### config.mk
export PLATFORM = sky130hd
export DESIGN_NAME = sensor_frame_parser
export DESIGN_NICKNAME = d
export VERILOG_FILES = /design/src/rtl/sfp_pkg.sv /design/src/rtl/sfp_csr.sv /design/src/rtl/sfp_parser.sv /design/src/rtl/sensor_frame_parser.sv
export SDC_FILE = /design/constraint.sdc
export NUM_CORES = 1
export LEC_CHECK = 0
export ABC_CLOCK_PERIOD_IN_PS = 16850
export BUFFER_PORTS_ARGS = -buffer_cell sky130_fd_sc_hd__buf_2
export CORE_MARGIN = 5
export CORE_UTILIZATION = 64
export DETAILED_ROUTE_END_ITERATION = 10
export GPL_ROUTABILITY_DRIVEN = 0
export HOLD_SLACK_MARGIN = 0.12
export PLACE_DENSITY = 0.86
export SYNTH_ARGS = -nofsm -noshare
export SYNTH_HDL_FRONTEND = slang
export SYNTH_SLANG_ARGS = --single-unit
export TNS_END_PERCENT = 30
### constraint.sdc
create_clock -name clock -period 16.85 [get_ports clock]
set_input_delay 1.685 -clock clock [delete_from_list [all_inputs] [get_ports clock]]
set_output_delay 1.685 -clock clock [all_outputs]
set_load 0.02 [all_outputs]
### src/rtl/sfp_pkg.sv
// Package with the shared types and character codes of the sensor frame parser.
package sfp_pkg;

   // Character codes the parser reacts to.
   localparam logic [7:0] CH_OPEN_BRACKET  = 8'h5B;  // '['
   localparam logic [7:0] CH_CLOSE_BRACKET = 8'h5D;  // ']'
   localparam logic [7:0] CH_OPEN_PAREN    = 8'h28;  // '('
   localparam logic [7:0] CH_CLOSE_PAREN   = 8'h29;  // ')'
   localparam logic [7:0] CH_SEMICOLON     = 8'h3B;  // ';'
   localparam logic [7:0] CH_MINUS         = 8'h2D;  // '-'
   localparam logic [7:0] CH_ZERO          = 8'h30;  // '0'
   localparam logic [7:0] CH_NINE          = 8'h39;  // '9'
   localparam logic [7:0] CH_UPPER_I       = 8'h49;
   localparam logic [7:0] CH_UPPER_R       = 8'h52;
   localparam logic [7:0] CH_UPPER_U       = 8'h55;
   localparam logic [7:0] CH_UPPER_S       = 8'h53;
   localparam logic [7:0] CH_UPPER_W       = 8'h57;
   localparam logic [7:0] CH_UPPER_C       = 8'h43;

   // Ultrasonic sensor ids that map to configured slots.
   localparam logic [31:0] US_ID_FRONT_CENTER = 32'd226;
   localparam logic [31:0] US_ID_FRONT_RIGHT  = 32'd228;
   localparam logic [31:0] US_ID_REAR_RIGHT   = 32'd230;

   // Wheel group value positions and saturation point of the value counter.
   localparam logic [2:0] WC_PATH_POS  = 3'd1;
   localparam logic [2:0] WC_SPEED_POS = 3'd3;
   localparam logic [2:0] WC_MIN_COUNT = 3'd4;

   // Reset values of the slot registers.
   localparam logic [7:0] FRONT_CENTER_RESET = 8'd3;
   localparam logic [7:0] FRONT_RIGHT_RESET  = 8'd4;
   localparam logic [7:0] REAR_RIGHT_RESET   = 8'd5;

   typedef enum logic [1:0] {
      CSR_FRONT_CENTER = 2'd0,
      CSR_FRONT_RIGHT  = 2'd1,
      CSR_REAR_RIGHT   = 2'd2
   } csr_index_type;

   typedef enum logic [1:0] {
      KIND_FRAME_END = 2'd0,
      KIND_SENSOR    = 2'd1,
      KIND_ODOMETRY  = 2'd2
   } record_kind_type;

   typedef enum logic [2:0] {
      PH_OUTSIDE = 3'd0,
      PH_LABEL1  = 3'd1,
      PH_LABEL2  = 3'd2,
      PH_BODY    = 3'd3,
      PH_SKIP    = 3'd4
   } phase_type;

   typedef enum logic [2:0] {
      GK_NONE  = 3'd0,
      GK_IR    = 3'd1,
      GK_US    = 3'd2,
      GK_WC    = 3'd3,
      GK_OTHER = 3'd4
   } group_kind_type;

   typedef struct packed {
      logic [7:0] char_code;
      logic       last_char;
   } req_type;

   typedef struct packed {
      logic [1:0]         record_kind;
      logic [31:0]        sensor_slot;
      logic signed [31:0] sensor_value;
      logic signed [31:0] odo_speed;
      logic signed [31:0] odo_path;
      logic               frame_end;
   } rsp_type;

   typedef struct packed {
      logic [7:0] front_center_slot;
      logic [7:0] front_right_slot;
      logic [7:0] rear_right_slot;
   } slots_type;

endpackage

### src/rtl/sfp_csr.sv
// Slot configuration registers of the sensor frame parser.
module sfp_csr (
   input  logic              clock,
   input  logic              reset,
   input  logic              csr_valid,
   input  logic [1:0]        csr_index,
   input  logic [7:0]        csr_wdata,
   output sfp_pkg::slots_type slots
);
   import sfp_pkg::*;

   slots_type slots_ff;
   slots_type slots_in;

   always_comb begin
      slots_in = slots_ff;
      if (csr_valid) begin
         unique case (csr_index)
            CSR_FRONT_CENTER: slots_in.front_center_slot = csr_wdata;
            CSR_FRONT_RIGHT:  slots_in.front_right_slot  = csr_wdata;
            CSR_REAR_RIGHT:   slots_in.rear_right_slot   = csr_wdata;
            default:          slots_in = slots_ff;
         endcase
      end
   end

   always_ff @(posedge clock) begin
      if (reset) begin
         slots_ff.front_center_slot <= FRONT_CENTER_RESET;
         slots_ff.front_right_slot  <= FRONT_RIGHT_RESET;
         slots_ff.rear_right_slot   <= REAR_RIGHT_RESET;
      end else begin
         slots_ff <= slots_in;
      end
   end

   assign slots = slots_ff;

endmodule

### src/rtl/sfp_parser.sv
// Parser state and the per-character step that yields at most one result.
module sfp_parser (
   input  logic               clock,
   input  logic               reset,
   input  logic               step_en,
   input  sfp_pkg::req_type   char_in,
   input  sfp_pkg::slots_type slots,
   output logic               result_valid,
   output sfp_pkg::rsp_type   result
);
   import sfp_pkg::*;

   phase_type      phase_ff, phase_in;
   logic [7:0]     label_first_ff, label_first_in;
   group_kind_type kind_ff, kind_in;
   logic [31:0]    acc_ff, acc_in;
   logic           neg_ff, neg_in;
   logic [31:0]    pair_id_ff, pair_id_in;
   logic [2:0]     count_ff, count_in;
   logic [31:0]    path_ff, path_in;
   logic [31:0]    speed_ff, speed_in;

   logic [7:0]  c;
   logic [31:0] sval;
   logic [31:0] acc_times_ten;
   logic [7:0]  digit;
   logic        clear_req;
   logic        start_req;
   group_kind_type label_kind;

   assign c             = char_in.char_code;
   assign sval          = neg_ff ? (32'd0 - acc_ff) : acc_ff;
   assign digit         = c - CH_ZERO;
   assign acc_times_ten = {acc_ff[28:0], 3'b000} + {acc_ff[30:0], 1'b0};

   always_comb begin
      if (label_first_ff == CH_UPPER_I && c == CH_UPPER_R) begin
         label_kind = GK_IR;
      end else if (label_first_ff == CH_UPPER_U && c == CH_UPPER_S) begin
         label_kind = GK_US;
      end else if (label_first_ff == CH_UPPER_W && c == CH_UPPER_C) begin
         label_kind = GK_WC;
      end else begin
         label_kind = GK_OTHER;
      end
   end

   always_comb begin
      phase_in       = phase_ff;
      label_first_in = label_first_ff;
      kind_in        = kind_ff;
      acc_in         = acc_ff;
      neg_in         = neg_ff;
      pair_id_in     = pair_id_ff;
      count_in       = count_ff;
      path_in        = path_ff;
      speed_in       = speed_ff;
      result         = '0;
      result_valid   = 1'b0;
      clear_req      = 1'b0;
      start_req      = 1'b0;

      if (phase_ff == PH_LABEL1) begin
         label_first_in = c;
         phase_in       = PH_LABEL2;
      end else if (phase_ff == PH_LABEL2) begin
         kind_in  = label_kind;
         phase_in = PH_BODY;
      end else if (c == CH_OPEN_BRACKET) begin
         clear_req = 1'b1;
         start_req = 1'b1;
      end else if (phase_ff == PH_OUTSIDE) begin
         result_valid = 1'b0;
      end else if (c == CH_CLOSE_BRACKET) begin
         if (kind_ff == GK_WC && count_ff >= WC_MIN_COUNT) begin
            result_valid       = 1'b1;
            result.record_kind = KIND_ODOMETRY;
            result.odo_speed   = speed_ff;
            result.odo_path    = path_ff;
         end
         clear_req = 1'b1;
      end else if (phase_ff == PH_SKIP) begin
         phase_in = PH_BODY;
      end else if (c >= CH_ZERO && c <= CH_NINE) begin
         acc_in = acc_times_ten + {24'd0, digit};
      end else if (c == CH_MINUS) begin
         neg_in = 1'b1;
      end else if (c == CH_OPEN_PAREN) begin
         acc_in = '0;
         neg_in = 1'b0;
      end else if (kind_ff == GK_IR || kind_ff == GK_US) begin
         if (c == CH_SEMICOLON) begin
            pair_id_in = sval;
            acc_in     = '0;
            neg_in     = 1'b0;
         end else if (c == CH_CLOSE_PAREN) begin
            result.record_kind  = KIND_SENSOR;
            result.sensor_value = sval;
            if (kind_ff == GK_IR) begin
               result_valid       = 1'b1;
               result.sensor_slot = pair_id_ff;
            end else if (pair_id_ff == US_ID_FRONT_CENTER) begin
               result_valid       = 1'b1;
               result.sensor_slot = {24'd0, slots.front_center_slot};
            end else if (pair_id_ff == US_ID_FRONT_RIGHT) begin
               result_valid       = 1'b1;
               result.sensor_slot = {24'd0, slots.front_right_slot};
            end else if (pair_id_ff == US_ID_REAR_RIGHT) begin
               result_valid       = 1'b1;
               result.sensor_slot = {24'd0, slots.rear_right_slot};
            end
            acc_in     = '0;
            neg_in     = 1'b0;
            pair_id_in = '0;
            phase_in   = PH_SKIP;
         end
      end else if (c == CH_SEMICOLON || c == CH_CLOSE_PAREN) begin
         if (count_ff == WC_PATH_POS) begin
            path_in = sval;
         end else if (count_ff == WC_SPEED_POS) begin
            speed_in = sval;
         end
         if (count_ff < WC_MIN_COUNT) begin
            count_in = count_ff + 3'd1;
         end
         acc_in = '0;
         neg_in = 1'b0;
      end

      // The final character of a report always yields a result that closes the frame.
      if (char_in.last_char) begin
         if (!result_valid) begin
            result = '0;
         end
         result_valid     = 1'b1;
         result.frame_end = 1'b1;
         clear_req        = 1'b1;
      end

      if (clear_req) begin
         phase_in       = PH_OUTSIDE;
         label_first_in = '0;
         kind_in        = GK_NONE;
         acc_in         = '0;
         neg_in         = 1'b0;
         pair_id_in     = '0;
         count_in       = '0;
         path_in        = '0;
         speed_in       = '0;
      end
      if (start_req && !char_in.last_char) begin
         phase_in = PH_LABEL1;
      end
   end

   always_ff @(posedge clock) begin
      if (reset) begin
         phase_ff       <= PH_OUTSIDE;
         label_first_ff <= '0;
         kind_ff        <= GK_NONE;
         acc_ff         <= '0;
         neg_ff         <= 1'b0;
         pair_id_ff     <= '0;
         count_ff       <= '0;
         path_ff        <= '0;
         speed_ff       <= '0;
      end else if (step_en) begin
         phase_ff       <= phase_in;
         label_first_ff <= label_first_in;
         kind_ff        <= kind_in;
         acc_ff         <= acc_in;
         neg_ff         <= neg_in;
         pair_id_ff     <= pair_id_in;
         count_ff       <= count_in;
         path_ff        <= path_in;
         speed_ff       <= speed_in;
      end
   end

   a_count_saturates: assert property (@(posedge clock) disable iff (reset)
      count_ff <= WC_MIN_COUNT)
      else $error("wheel value counter passed its saturation point");

   a_last_char_closes: assert property (@(posedge clock) disable iff (reset)
      (step_en && char_in.last_char) |-> (result_valid && result.frame_end))
      else $error("final character did not produce a frame end result");

   a_last_char_clears: assert property (@(posedge clock) disable iff (reset)
      (step_en && char_in.last_char) |=>
         (phase_ff == PH_OUTSIDE && count_ff == 3'd0 && acc_ff == 32'd0))
      else $error("parser state not cleared after the final character");

   a_odometry_needs_wc: assert property (@(posedge clock) disable iff (reset)
      (result_valid && result.record_kind == KIND_ODOMETRY) |->
         (kind_ff == GK_WC && count_ff == WC_MIN_COUNT))
      else $error("odometry record outside a complete wheel group");

endmodule

### src/rtl/sensor_frame_parser.sv
// Top level of the sensor frame parser: input register, parser step and result register.
//
// The block takes a text sensor report one character per transaction on the req_ channel
// and emits sensor readings, odometry records and frame end markers on the rsp_ channel.
// Both channels use valid/ready; a transaction completes on a clock edge where both are high.
// The csr_ channel writes the three ultrasonic slot registers; it is always ready and is
// meant to be written only while no characters are in flight.
//
// Data path: an accepted character waits in the input register until the parser step
// advances, which parses it and writes its result (if any) into the result register; the
// result is presented on rsp_ from there until its own transaction completes.
// Throughput: one character per cycle while the receiver does not stall, set by the single
// parser step between the input and result registers; characters that produce no result
// simply pass through the parser.
// When the receiver stalls, the result register holds its transaction and the parser step
// waits; the input register still takes one more character, after which req_ready drops
// until the result is taken.
// Reset (synchronous, active high) empties both registers, returns the parser to the
// outside-group state and restores slots 3, 4 and 5 for ids 226, 228 and 230.
module sensor_frame_parser (
   input  logic             clock,
   input  logic             reset,
   input  logic             req_valid,
   output logic             req_ready,
   input  sfp_pkg::req_type req_data,
   output logic             rsp_valid,
   input  logic             rsp_ready,
   output sfp_pkg::rsp_type rsp_data,
   input  logic             csr_valid,
   output logic             csr_ready,
   input  logic [1:0]       csr_index,
   input  logic [7:0]       csr_wdata
);
   import sfp_pkg::*;

   logic      in_valid_ff, in_valid_in;
   req_type   in_data_ff;
   logic      out_valid_ff, out_valid_in;
   rsp_type   out_data_ff;

   logic      advance;
   logic      result_valid;
   rsp_type   result;
   slots_type slots;

   // The parser advances when a character is held and the result register can take a result.
   assign advance   = in_valid_ff && (!out_valid_ff || rsp_ready);
   assign req_ready = !in_valid_ff || advance;
   assign csr_ready = 1'b1;

   sfp_csr u_csr (
      .clock     (clock),
      .reset     (reset),
      .csr_valid (csr_valid),
      .csr_index (csr_index),
      .csr_wdata (csr_wdata),
      .slots     (slots)
   );

   sfp_parser u_parser (
      .clock        (clock),
      .reset        (reset),
      .step_en      (advance),
      .char_in      (in_data_ff),
      .slots        (slots),
      .result_valid (result_valid),
      .result       (result)
   );

   always_comb begin
      in_valid_in = in_valid_ff;
      if (req_valid && req_ready) begin
         in_valid_in = 1'b1;
      end else if (advance) begin
         in_valid_in = 1'b0;
      end

      out_valid_in = out_valid_ff;
      if (advance) begin
         out_valid_in = result_valid;
      end else if (rsp_ready) begin
         out_valid_in = 1'b0;
      end
   end

   always_ff @(posedge clock) begin
      if (reset) begin
         in_valid_ff  <= 1'b0;
         out_valid_ff <= 1'b0;
      end else begin
         in_valid_ff  <= in_valid_in;
         out_valid_ff <= out_valid_in;
      end
   end

   always_ff @(posedge clock) begin
      if (req_valid && req_ready) begin
         in_data_ff <= req_data;
      end
      if (advance && result_valid) begin
         out_data_ff <= result;
      end
   end

   assign rsp_valid = out_valid_ff;
   assign rsp_data  = out_data_ff;

endmodule
# [Word level (Yosys, flattened, before mapping)]
# Index checks and enable logic that the tools add are counted.
[totals] regBits=312 output_inout_bits=134 wordCells=277
[classes] n_addsub=5 n_lt_le_gt_ge=4 n_eq_ne=46 mux=156 n_reduce_logical=44
[ops] op="$mux 32" n=57
[ops] op="$mux 130" n=4
[ops] op="$mux 66" n=6
[ops] op="$mux 131" n=2
[ops] op="$mux 64" n=3
[ops] op="$mux 3" n=33
[ops] op="$eq 32x8->1 const B" n=3
[ops] op="$mux 65" n=1
[ops] op="$eq 8x7->1 const B" n=8
[ops] op="$mux 1" n=45
[ops] op="$add 32x32->32" n=1
[ops] op="$add 32x8->32" n=1
[ops] op="$eq 8x6->1 const B" n=4
[ops] op="$sub 1x32->32 const A" n=1
[ops] op="$reduce_and 10->1" n=3
[ops] op="$reduce_and 13->1" n=2
[ops] op="$mux 8" n=3
[ops] op="$ne 6x2->1 const B" n=4
[ops] op="$ne 2x1->1 const B" n=11
[ops] op="$reduce_bool 2->1" n=9
[ops] op="$ne 5x2->1 const B" n=3
[ops] op="$reduce_and 14->1" n=1
[ops] op="$eq 3x2->1 const B" n=4
[ops] op="$ne 6x3->1 const B" n=2
[ops] op="23 further kinds" n=44

# [Depth between registers and ports, before layout]
[depth] ltp_word=19 ltp_mapped=15

# [By module]
# A second synthesis with hierarchy kept.
[hier_totals] cells_unflattened=1506 hier_area_um2=14915.6
[by_module_without_submodules] mod="sfp_parser" instances=1 cells_each=1260 area_per_inst_um2=9605.5 seq_area_each_um2=2922.8
[by_module_without_submodules] mod="sensor_frame_parser" instances=1 cells_each=153 area_per_inst_um2=4317.9 seq_area_each_um2=4244.1
[by_module_without_submodules] mod="sfp_csr" instances=1 cells_each=93 area_per_inst_um2=992.2 seq_area_each_um2=480.5

# [Worst setup path before layout]
# Ideal clock, no wire load.
[synth_path] kind="input-to-reg" startpoint="input port rsp_ready" endpoint="register out_data_ff (netlist bit rsp_data[0]) (enable)" setup_ns=0.505 arrival_ns=5.020 required_time_ns=16.345 slack_ns=11.325 cell_stages=3 path_buffers=0 cell_sequence="nor2b_1 nor2b_1 and2_1"
[synth_between] elab_chain_cells=3
[synth_rtl] item="start: declaration" line_no="sensor_frame_parser.sv:27" text="input logic rsp_ready,"
[synth_rtl] item="$logic_or 1x1->1" line_no="sensor_frame_parser.sv:47" text="assign advance = in_valid_ff && (!out_valid_ff || rsp_ready);"
[synth_rtl] item="$logic_and 1x1->1" line_no="sensor_frame_parser.sv:47"
[synth_rtl] item="$logic_and 1x1->1" line_no="sensor_frame_parser.sv:100" text="if (advance && result_valid) begin"
[synth_rtl] item="end signal: assignment" line_no="sensor_frame_parser.sv:101" text="out_data_ff <= result;"
[synth_rtl] item="end: declaration" line_no="sensor_frame_parser.sv:39" text="rsp_type out_data_ff;"
# Every way passes these cells.
# A chain may end at the register's enable or synchronous reset.

# [Worst setup path after layout]
[layout_path] startpoint="register in_data_ff[5] in the netlist's numbering" endpoint="register u_parser.acc_ff[31]"
[layout_between] elab_chain_cells=13 word_cells_on_any_way=40
[layout_rtl] item="start: declaration" line_no="sensor_frame_parser.sv:37" text="req_type in_data_ff;"
[layout_rtl] item="start signal: assignment" line_no="sensor_frame_parser.sv:98" text="in_data_ff <= req_data;"
[layout_rtl] item="branches (longest 13 deep; another with $add 32x8->32)"
[layout_rtl] item="end signal: assignment" line_no="sfp_parser.sv:171" text="acc_ff <= acc_in;"
[layout_rtl] item="end: declaration" line_no="sfp_parser.sv:16" text="logic [31:0] acc_ff, acc_in;"
# Parallel ways; which one is timed is not known. The select of a mux whose other input is x is not followed.

==> metrics <==
outcome=complete, no violations; Starting Density=0.6495; RSZ-0062 raised after global routing=no; TritonCTS clock tree=built; Worst IR Drop VDD=0.05829 mV; Final Skew=0.02201 ns; nets=1695; Post-route DRC=0; CTS resizes=0; Vias/cell=6.056; first-iteration detailed-routing DRC count=1381; Leakage=0.007232 uW; vias in the first global route=10830; Setup Fix Bufs, Post-CTS=0; Clk pwr share=0.449; Port Buffers=156; fin crit share=0.2784; first-pass GRT wire length=57.77 mm; slowest CP cell=a2111oi_0; Critical path origin=in_data_ff[5]; Clock Tree Buf Depth=3; post-place setup slack=12.26 ns; crit end category=flop; commonest non-fill, non-tap cell in the layout=nor2_1; Mapped Area=14700 sq um; FMAX=213.2 MHz; WL per Instance=18.91 um; fillers=1528; area delta synth->final=13.19%; startpoint types=flop; crit path capture=u_parser.acc_ff[31]; Tightest Pin Transition=1.119 ns; Clock H-tree levels=1; Vias=11590; final count of hold timing violations=0; diodes inserted=0; WP data arrival=5.15 ns; cts bufs inserted=31; worst flop-to-flop path startpoint=in_data_ff[5]; layout cells sized above 1=0.1486; core area=22640 sq um; Overflow after GRT=0; clk root buf=clkbuf_16; Synth warnings=0; Yosys reg bits=312; Post-synth ARST share=0; cts hold-fix bufs=0; die height=161.6 um; Worst Hold Class=reg -> reg; internal cell power=1210 uW; slowest stage delay, CP=0.68 ns; clock sinks=312; Synth cell types=72; min setup slack post-route=12.16 ns; largest net degree at the start of global routing=84; Sw Ratio=0.2158; maxcap violations=0; Post-synth EDFFs=140; top_reg_cell synth=dfxtp_1; setup violators final=0; Setup CP Type=reg -> reg; most frequent cells in the layout=nor2_1 (199), dfxtp_1 (172), buf_2 (155); total die area=26110 sq um; R2R setup slack=12.16 ns; clock latency on the worst-skew pair=0.58 ns; Slew headroom=0.2540; row cnt=55; Mapped Cells=1487; setup TNS=0 ns; DRT antenna net count=0; NetSw=332.9 uW; Data required, critical path=17.31 ns; syn_nets=1579; Reg2Reg Depth=13; cell area power density=92.69 nW/um^2; CP Max Fanout=6; final period demand of the worst path=4.691 ns; Reg power frac=0.518; GRT Total Usage=0.2698; total wire length=36.17 mm; critical path cell sequence=ha_1, xor2_1, fa_1, inv_1, ha_1, a2111o_1, o21a_1, a2111oi_0, o21ai_0, a2111oi_0, o21bai_1, xnor2_1, a22o_1; Detailed Routing Iterations Pass 1=7; final slew viol count=0; combinational share of power=0.033; Synth Area per Inst=9.888 sq um; initial antenna violation count=0; post-DP HPWL=24.74 mm; Clock Pin Slew Worst Setup and Hold Paths=0.06 ns; Top-Level Pins=158; die outline width=161.6 um; Reg2Reg Capture Point=u_parser.acc_ff[31]; sequential share of the synthesized area=0.5201
routing by layer:
layer  track usage  share of wire  up-vias
met5             0              0        -
met1        0.3957           0.43     5488
li1              -              -     5441
met3       0.04363          0.088       88
met2        0.4148           0.45      569
met4       0.08414          0.030        0
final cells by class:
cell class / count / area [sq um] / share of cell area
Sequential cell: 312 / 7647 / 0.4595
Multi-Input combinational cell: 1055 / 6618 / 0.3976
Timing Repair Buffer: 166 / 858.3 / 0.05157
Clock buffer: 42 / 848.3 / 0.05097
Tap cell: 285 / 356.6 / 0.02143
Clock inverter: 16 / 176.4 / 0.01060
Inverter: 37 / 138.9 / 0.008345
power groups by stage:
stage | registers [uW] | clock network [uW] | logic [uW]
final | 800 | 692 | 50.4
after detailed placement | 816 | 0 | 49.2
after global routing | 800 | 730 | 55.1
after CTS | 800 | 697 | 50.0
after floorplan | 817 | 0 | 34.2
after global placement | 815 | 0 | 47.8
how the worst min path moves through the flow:
stage	from	to	slack, ns	cells past startpoint
after floorplan	u_parser.path_ff[26]	u_parser.path_ff[26]	0.43	2
after detailed placement	u_parser.label_first_ff[6]	u_parser.label_first_ff[6]	0.44	2
after global placement	u_parser.label_first_ff[0]	u_parser.label_first_ff[0]	0.44	2
after global routing	u_parser.path_ff[7]	u_parser.path_ff[7]	0.47	2
final	u_parser.label_first_ff[0]	u_parser.label_first_ff[0]	0.45	2
after CTS	u_parser.label_first_ff[6]	u_parser.label_first_ff[6]	0.45	2
stage by stage:
stage / hold slack (ns) / util / power, uW / area (sq um) / instances
2_1_floorplan: 0.4273 / - / 851.0 / 14700 / 1487
3_3_place_gp: 0.4372 / 0.6899 / 863.3 / 15620 / 1855
3_5_place_dp: 0.4420 / 0.6899 / 865.1 / 15620 / 1855
4_1_cts: 0.4503 / 0.7351 / 1546 / 16640 / 1913
5_1_grt: 0.4718 / 0.7351 / 1586 / 16640 / 1913
6_report: 0.4496 / 0.7351 / 1543 / 16640 / 1913
synthesized netlist by cell type, types with 13 or more instances:
| master | count | area, sq um |
|---|---|---|
| nor2b_1 | 19 | 118.9 |
| inv_1 | 37 | 138.9 |
| xnor2_1 | 32 | 280.3 |
| nor2_1 | 199 | 747.0 |
| a21oi_1 | 114 | 570.6 |
| edfxtp_1 | 140 | 4204 |
| nand2_1 | 143 | 536.8 |
| o31ai_1 | 13 | 97.59 |
| nor3_1 | 29 | 145.1 |
| xor2_1 | 26 | 227.7 |
| and2_1 | 94 | 588.1 |
| ha_1 | 62 | 775.7 |
| nand3_1 | 33 | 165.2 |
| clkbuf_1 | 76 | 285.3 |
| o21ai_0 | 48 | 240.2 |
| mux2i_1 | 52 | 520.5 |
| a22oi_1 | 23 | 172.7 |
| dfxtp_1 | 172 | 3443 |
state kept, by name (all words and copies together), names as in the netlist:
register,flops
rsp_data,131
in_valid_ff,1
u_parser.kind_ff,3
u_parser.pair_id_ff,32
u_csr.slots,24
u_parser.phase_ff,3
u_parser.path_ff,32
u_parser.count_ff,3
u_parser.speed_ff,32
u_parser.label_first_ff,8
u_parser.neg_ff,1
u_parser.acc_ff,32
in_data_ff,9
rsp_valid,1
critical path, delay by kind of cell (launching register included):
kind	cells	cell delay, ns
xor gates and xnor gates	2	0.32
adders and majority gates	3	1.15
DFF	1	0.51
buffers and inverters	1	0.05
AOI/OAI and AO/OA	7	2.56
cells by family (layout without fill, tap and decap cells):
family                   Yosys count  count (layout)  synth area share
multiplexers                      60              60           0.04153
AO/OA/AOI/OAI                    276             276            0.1175
flip-flops                       312             312            0.5201
XOR/XNOR                          59              59           0.03565
adder cells (fa/ha/maj)           68              68           0.06093
other                              1               1         0.0002550
buffers and inverters            120             261           0.03165
AND/OR/NAND/NOR                  591             591            0.1924
Power figures use the tool's default switching activity.
